--- src/hdl/assert_macros.svh ---
// assertion macros shared by the solver rtl
`ifndef ASSERT_MACROS_SVH
`define ASSERT_MACROS_SVH

// condition that must hold at every clock edge out of reset
`define DVPS_ASSERT_ALWAYS(lbl, cond) \
  lbl: assert property (@(posedge clk_i) disable iff (!rst_ni) (cond)) \
    else $error("assertion failed");

// implication checked at every clock edge out of reset
`define DVPS_ASSERT_IMPL(lbl, ante, cons) \
  lbl: assert property (@(posedge clk_i) disable iff (!rst_ni) (ante) |-> (cons)) \
    else $error("assertion failed");

// implication whose consequent is checked in the next cycle
`define DVPS_ASSERT_NEXT(lbl, ante, cons) \
  lbl: assert property (@(posedge clk_i) disable iff (!rst_ni) (ante) |=> (cons)) \
    else $error("assertion failed");

`endif

--- src/hdl/dvps_pkg.sv ---
// types and constants of the dual variable piecewise solver
`default_nettype none
package dvps_pkg;

  localparam int MAX_TERMS = 64;
  localparam int CNT_W     = $clog2(MAX_TERMS + 1);
  localparam int ADDR_W    = (MAX_TERMS > 1) ? $clog2(MAX_TERMS) : 1;

  localparam logic [51:0] TERM_CAP = {52{1'b1}};
  localparam logic [90:0] ROOT_LIM = 91'(1) << 62;

  localparam int DIV_NW = 90;
  localparam int DIV_DW = 64;
  localparam int DIV_CW = $clog2(DIV_NW + 1);

  typedef enum logic [3:0] {
    S_IDLE,
    S_SLOPE_MUL,
    S_SLOPE_START,
    S_SLOPE_DIV,
    S_MUL_LO,
    S_MUL_HI,
    S_ICPT,
    S_INS_RD,
    S_INS_CMP,
    S_SOLVE,
    S_SCAN_RD,
    S_SCAN_START,
    S_SCAN_WAIT,
    S_SCAN_CMP,
    S_OUT
  } state_e;

  typedef enum logic [1:0] {
    OUT_ROOT     = 2'd0,
    OUT_FALLBACK = 2'd1,
    OUT_CLAMPED  = 2'd2
  } outcome_e;

  typedef struct packed {
    logic signed [47:0] bp;
    logic signed [63:0] icpt;
    logic        [63:0] slope;
  } entry_t;

  typedef struct packed {
    logic              start;
    logic [DIV_NW-1:0] num;
    logic [DIV_DW-1:0] den;
  } div_req_t;

  typedef struct packed {
    logic              done;
    logic [DIV_NW-1:0] quo;
    logic              rem_nz;
  } div_rsp_t;

endpackage
`default_nettype wire

--- src/hdl/dvps_div.sv ---
// serial restoring divider, one quotient bit per cycle
`default_nettype none
module dvps_div (
  input  wire               clk_i,
  input  wire               rst_ni,
  input  dvps_pkg::div_req_t req_i,
  output dvps_pkg::div_rsp_t rsp_o
);

  localparam int NW = dvps_pkg::DIV_NW;
  localparam int DW = dvps_pkg::DIV_DW;
  localparam int CW = dvps_pkg::DIV_CW;

  logic          busy_q, busy_d;
  logic          done_q, done_d;
  logic [CW-1:0] cnt_q, cnt_d;
  logic [NW-1:0] quo_q, quo_d;
  logic [DW-1:0] rem_q, rem_d;
  logic [DW-1:0] den_q, den_d;
  logic [DW:0]   shifted;
  logic          ge;

  always_comb begin
    shifted = {rem_q, quo_q[NW-1]};
    ge      = shifted >= {1'b0, den_q};
    busy_d  = busy_q;
    done_d  = 1'b0;
    cnt_d   = cnt_q;
    quo_d   = quo_q;
    rem_d   = rem_q;
    den_d   = den_q;
    if (req_i.start) begin
      busy_d = 1'b1;
      cnt_d  = CW'(NW);
      quo_d  = req_i.num;
      rem_d  = '0;
      den_d  = req_i.den;
    end else if (busy_q) begin
      // shift in the next numerator bit, quotient bits fill from the bottom
      quo_d = {quo_q[NW-2:0], ge};
      rem_d = ge ? DW'(shifted - {1'b0, den_q}) : DW'(shifted);
      cnt_d = cnt_q - CW'(1);
      if (cnt_q == CW'(1)) begin
        busy_d = 1'b0;
        done_d = 1'b1;
      end
    end
  end

  always_ff @(posedge clk_i or negedge rst_ni) begin
    if (!rst_ni) begin
      busy_q <= 1'b0;
      done_q <= 1'b0;
      cnt_q  <= '0;
    end else begin
      busy_q <= busy_d;
      done_q <= done_d;
      cnt_q  <= cnt_d;
    end
  end

  always_ff @(posedge clk_i) begin
    quo_q <= quo_d;
    rem_q <= rem_d;
    den_q <= den_d;
  end

  assign rsp_o.done   = done_q;
  assign rsp_o.quo    = quo_q;
  assign rsp_o.rem_nz = |rem_q;

endmodule
`default_nettype wire

--- config.mk ---
export PLATFORM = sky130hd
export DESIGN_NAME = dvps_div
export DESIGN_NICKNAME = d
export VERILOG_FILES = /design/src/hdl/assert_macros.svh /design/src/hdl/dvps_pkg.sv /design/src/hdl/dvps_div.sv
export SDC_FILE = /design/constraint.sdc
export NUM_CORES = 1
export LEC_CHECK = 0
export BUFFER_PORTS_ARGS = -buffer_cell sky130_fd_sc_hd__clkbuf_2
export CORE_UTILIZATION = 50
export DETAILED_ROUTE_END_ITERATION = 10
export MAX_ROUTING_LAYER = met4
export PLACE_DENSITY = 0.8
export SYNTH_ARGS = -nofsm -noshare
export SYNTH_HDL_FRONTEND = slang
export SYNTH_SLANG_ARGS = --single-unit
export TNS_END_PERCENT = 100
--- constraint.sdc ---
create_clock -name clk_i -period 3.35 [get_ports clk_i]
set_clock_uncertainty 0.15 [all_clocks]
set_input_delay 0.335 -clock clk_i [delete_from_list [all_inputs] [get_ports clk_i]]
set_output_delay 0.335 -clock clk_i [all_outputs]
set_load 0.05 [all_outputs]
== Yosys cells after proc, flatten, opt, wreduce, memory -nomap -nowiden ==
Cells that the tools add are included.

* Flip-flop bits (word level): 227
* Input port bits: 157
* Output and inout bits: 92

* Add/sub/neg operators: 2
* $lt $le $gt $ge: 1
* Equality and inequality tests: 1
* Muxes and demuxes: 11
* Reductions and logical operators: 2

{| class="wikitable"
|+ Operators with widths
! operator !! number
|-
| 90-bit two-way mux || 2
|-
| 65-bit by 64-bit greater-or-equal comparator with 1-bit output || 1
|-
| 64-bit two-way mux || 1
|-
| 64-bit OR reduction || 1
|-
| 64-bit subtractor || 1
|-
| 7-bit two-way mux || 2
|-
| 7-bit by 1-bit == test with 1-bit output (second input constant) || 1
|-
| 7-bit by 1-bit subtractor with 7-bit output (second input constant) || 1
|-
| 1-bit two-way mux || 6
|-
| 2-bit nonzero test || 1
|}

== Longest topological paths before layout ==
* Depth after elaboration: 4
* Gate-level depth with buffers: 15

== Worst setup path before layout ==
Ideal clock, no wire load.

* Path kind: reg-to-reg
* Start point: register quo_q[89]
* End point: register rem_q[54]
* Data arrival time: 3.300 ns
* Required time: 3.080 ns
* Path slack: -0.219 ns
* Cell stages (with the launch flop): 14
* Buffers on the path: 0
* Clock period less this slack: 3.569 ns
* Cells stage by stage: edfxtp_1 > inv_1 > ha_1 > fa_1 > nor2b_1 > o2111ai_1 > a211oi_1 > o2111ai_1 > a211oi_2 > a21oi_1 > o21ai_1 > a21oi_1 > xnor2_1 > a211o_1

* Longest elaborated chain between the ends: 2

{| class="wikitable"
|+ Ends and longest elaborated chain
! what !! line !! source
|-
| from (decl) || dvps_div.sv:17 || <nowiki>logic [NW-1:0] quo_q, quo_d;</nowiki>
|-
| from (signal assigned) || dvps_div.sv:63 || <nowiki>quo_q <= quo_d;</nowiki>
|-
| 64-bit subtractor / 65-bit by 64-bit greater-or-equal comparator with 1-bit output (equally long branches) || dvps_div.sv:41, dvps_div.sv:25 ||
|-
| 64-bit two-way mux (*) || dvps_div.sv:41 || <nowiki>rem_d = ge ? DW'(shifted - {1'b0, den_q}) : DW'(shifted);</nowiki>
|-
| to (signal assigned) || dvps_div.sv:64 || <nowiki>rem_q <= rem_d;</nowiki>
|-
| to (decl) || dvps_div.sv:18 || <nowiki>logic [DW-1:0] rem_q, rem_d;</nowiki>
|}

Mark *: on every way between the ends. The rest lies on a longest branch, timed or not.
A chain may end at the register's enable or synchronous reset.

== Final worst setup path ==
* Start point: register den_q[0]
* End point: register rem_q[54]

* Longest elaborated chain between the ends: 2

{| class="wikitable"
|+ Ends and longest elaborated chain
! what !! line !! source
|-
| from (decl) || dvps_div.sv:19 || <nowiki>logic [DW-1:0] den_q, den_d;</nowiki>
|-
| from (signal assigned) || dvps_div.sv:65 || <nowiki>den_q <= den_d;</nowiki>
|-
| 64-bit subtractor / 65-bit by 64-bit greater-or-equal comparator with 1-bit output (equally long branches) || dvps_div.sv:41, dvps_div.sv:25 ||
|-
| 64-bit two-way mux (*) || dvps_div.sv:41 ||
|}

Marked as above.

==> flow_summary.yaml <==
pwr:
  powerDensity_nw_per_um2: 758.2
  vdd_drop_max_mv: 1.038
  leakagePower_uw: 0.007861
  power.total_uw: 13830
sta:
  slew_viol_final: 0
  setup_viol: 0
  max_freq_mhz: 298.9
  holdWs_ps: 45.08
  rsz0062_at_grt: "yes"
  setup_tns_ps: 0
  relSlewSlack: 0.4152
  tightest_slew_ps: 869.1
  finalCritPeriodShare: 0.9986
  period_minus_slack_ps: 3345
  hold_viol_final: 0
global_routing:
  grt_pass1_wl_um: 66750
  grt_usage: 0.3293
  grt_remaining_overflow: 0
  grt_max_degree: 91
  grt_pass1_vias: 12215
  antenna_found_initial: 2
synthesis:
  synth_most_common_cell: "edfxtp_1"
  async_flop_share: 0.03965
  ys.warnings.count: 0
  synth_common_cells: "edfxtp_1, nor2_1, a21oi_1, mux2_2, inv_1"
  ys_ff_latch: 227
  yosysSeqAreaShare: 0.4623
  synth_nets: 1524
  synth_edf_count: 154
  synth_cells: 1300
  synthFlopType: "edfxtp_1"
  yosysUniqueCellTypes: 71
  synth.area.top_cells: "edfxtp_1, dfxtp_1, mux2_2"
  syn_area_um2: 13260
  syn-mean-instance-area_um2: 10.20
  yosys.area.top_type_share: 0.3487
  synth_top_cell_by_area: "edfxtp_1"
setup_path:
  start_kind: "flop"
  critical_path.max_fanout: 4
  path_class: "reg2reg"
  reg2reg_depth: 13
  rr_startpoint: "den_q[0]$_DFFE_PP_"
  crit_buf_inv: 1
  cpMaxStageDelayCell: "edfxtp_1"
  crit_path_end_kind: "flop"
  endpoint: "rem_q[54]$_SDFFE_PP0P_"
  worst-path-stages: 13
  cp_top_family: "compound AO/OA/AOI/OAI gates"
  cpPeakStageDelay_ps: 460
  r2r-end: "rem_q[54]$_SDFFE_PP0P_"
  setup.worst_path.start: "den_q[0]$_DFFE_PP_"
  required_ps: 3630
  cp_cell_sequence: "ha_4 > fa_2 > nor2b_2 > o2111ai_2 > a211oi_2 > o2111ai_2 > a211oi_2 > buf_4 > a21oi_4 > o21ai_4 > a21oi_2 > xnor2_1 > a211o_1"
  ff2ff_setup_slack_ps: 5
  cp.arrival_ps: 3630
routing:
  via_per_inst: 5.818
  dr.pass1.iters: 5
  drc: 0
  vias: 12357
  wire_per_inst_um: 20.77
  wl_um: 44110
  ant_nets: 0
  detail_route.iter0.violations: 1108
final_layout:
  instances_no_fill: 2124
  drive_gt1_frac: 0.3067
  final_core_util: 0.6998
  syn2layout_area_growth_pct: 37.49
  nFillCells: 1857
  nets: 1991
floorplanning:
  io_pins: 249
  die_x_um: 164.9
  fp.dieArea_um2: 27180
  initial_utilization: 0.5090
  rows: 59
  core-area_um2: 26060
  fp.dieH_um: 164.9
outcome:
  status: "finished, final reports clean"
clock_tree:
  htree_num_levels: 1
  clk_latency_ps: 550
  cts_made_buffers: 26
  cts-root-buf: "clkbuf_16"
  cts_tree: "done"
  clk_pin_slew_ps: 70
  clockBufferDepth: 3
  cts_sinks: 227
job:
  maxCapViolations: 0
placement:
  place_congestion: 0.9725
  dpl.hpwl_um: 28740
  io_buffers: 248
  dp_cells: 1909
worst_hold_path:
  hold_class: "in2async"
==> worst min-delay path by stage <==
stage           start              endpoint  slack, ps  cells past startpoint
4_1_cts        rst_ni      done_q$_DFF_PN0_         10                      2
2_1_floorplan  rst_ni      busy_q$_DFF_PN0_       -110                      0
3_5_place_dp   rst_ni      done_q$_DFF_PN0_         60                      1
3_3_place_gp   rst_ni      done_q$_DFF_PN0_         50                      1
6_report       rst_ni  cnt_q[2]$_DFFE_PN0P_         50                      2
5_1_grt        rst_ni  cnt_q[2]$_DFFE_PN0P_         40                      2
==> metal layers <==
metal	wire (um)	global-route usage
met3	3205	0.05048
met2	21200	0.5405
met1	16910	0.3874
met5	0	-
met4	2788	0.1810
==> sequential cells by signal, summed over array words and instances, names as in the netlist <==
signal / count
den_q: 64
busy_q: 1
done_q: 1
cnt_q: 7
quo_q: 90
rem_q: 64
==> layout make-up <==
class,instances,area [um2],share of cell area
repair buffers,510,3709,0.2034
multi-input cells,916,6736,0.3694
diodes,2,5.005,0.0002745
inverters,86,326.6,0.01791
clock inverters,17,225.2,0.01235
flip-flops and latches,227,6135,0.3364
well taps,335,419.2,0.02299
clock buffers,31,679.4,0.03726
==> power by group <==
part	switching [uW]	internal [uW]	total [uW]
Sequential	473	3510	3990
Clock	1250	1770	3020
Combinational	3920	2890	6810
==> layout by cell type (no fill, tap or decap), types with 8 or more instances in the layout <==
cell and instances:
a211oi_1 52, a211oi_2 11, a21o_1 30, a21oi_1 83, a31oi_1 8, buf_12 8
buf_4 98, clkbuf_16 26, clkbuf_2 247, dfrtp_1 8, dfxtp_1 64, dlygate4sd3_1 155
edfxtp_1 154, ha_1 62, inv_1 85, mux2_2 90, mux2i_1 37, nand2_1 81
nand3_1 18, nand4_1 27, nor2_1 116, nor3_1 25, nor4_1 21, o21ai_0 42
o21ai_1 19, o21bai_1 13, xnor2_1 41, xor2_1 19
==> through the flow <==
stage / cell area, um2 / setup slack, ps
floorplan: 13290 / 2.085
global placement: 15460 / 60.29
detailed placement: 15460 / -8.662
CTS: 17940 / -8.243
global route: 18240 / -72.69
finish: 18240 / 4.555
==> cells by family after synthesis <==
group / Yosys count / share of synthesized area
AO/OA/AOI/OAI: 328 / 0.1619
XOR/XNOR: 62 / 0.04094
adder cells (fa/ha/maj): 67 / 0.06377
buffers and inverters: 157 / 0.04943
flip-flops: 227 / 0.4623
multiplexers: 127 / 0.1043
AND/OR/NAND/NOR: 332 / 0.1174
==> repair_timing <==
| action | in CTS | in global routing |
|---|---|---|
| buffers inserted | 1 | 9 |
| endpoints found under the hold margin | 163 | 0 |
| hold buffers | 155 | 0 |
| resized for setup | 2 | 47 |
| pin swaps | 2 | 21 |
| setup endpoints to repair | 3 | 55 |
(Power assumes the default switching activity.)
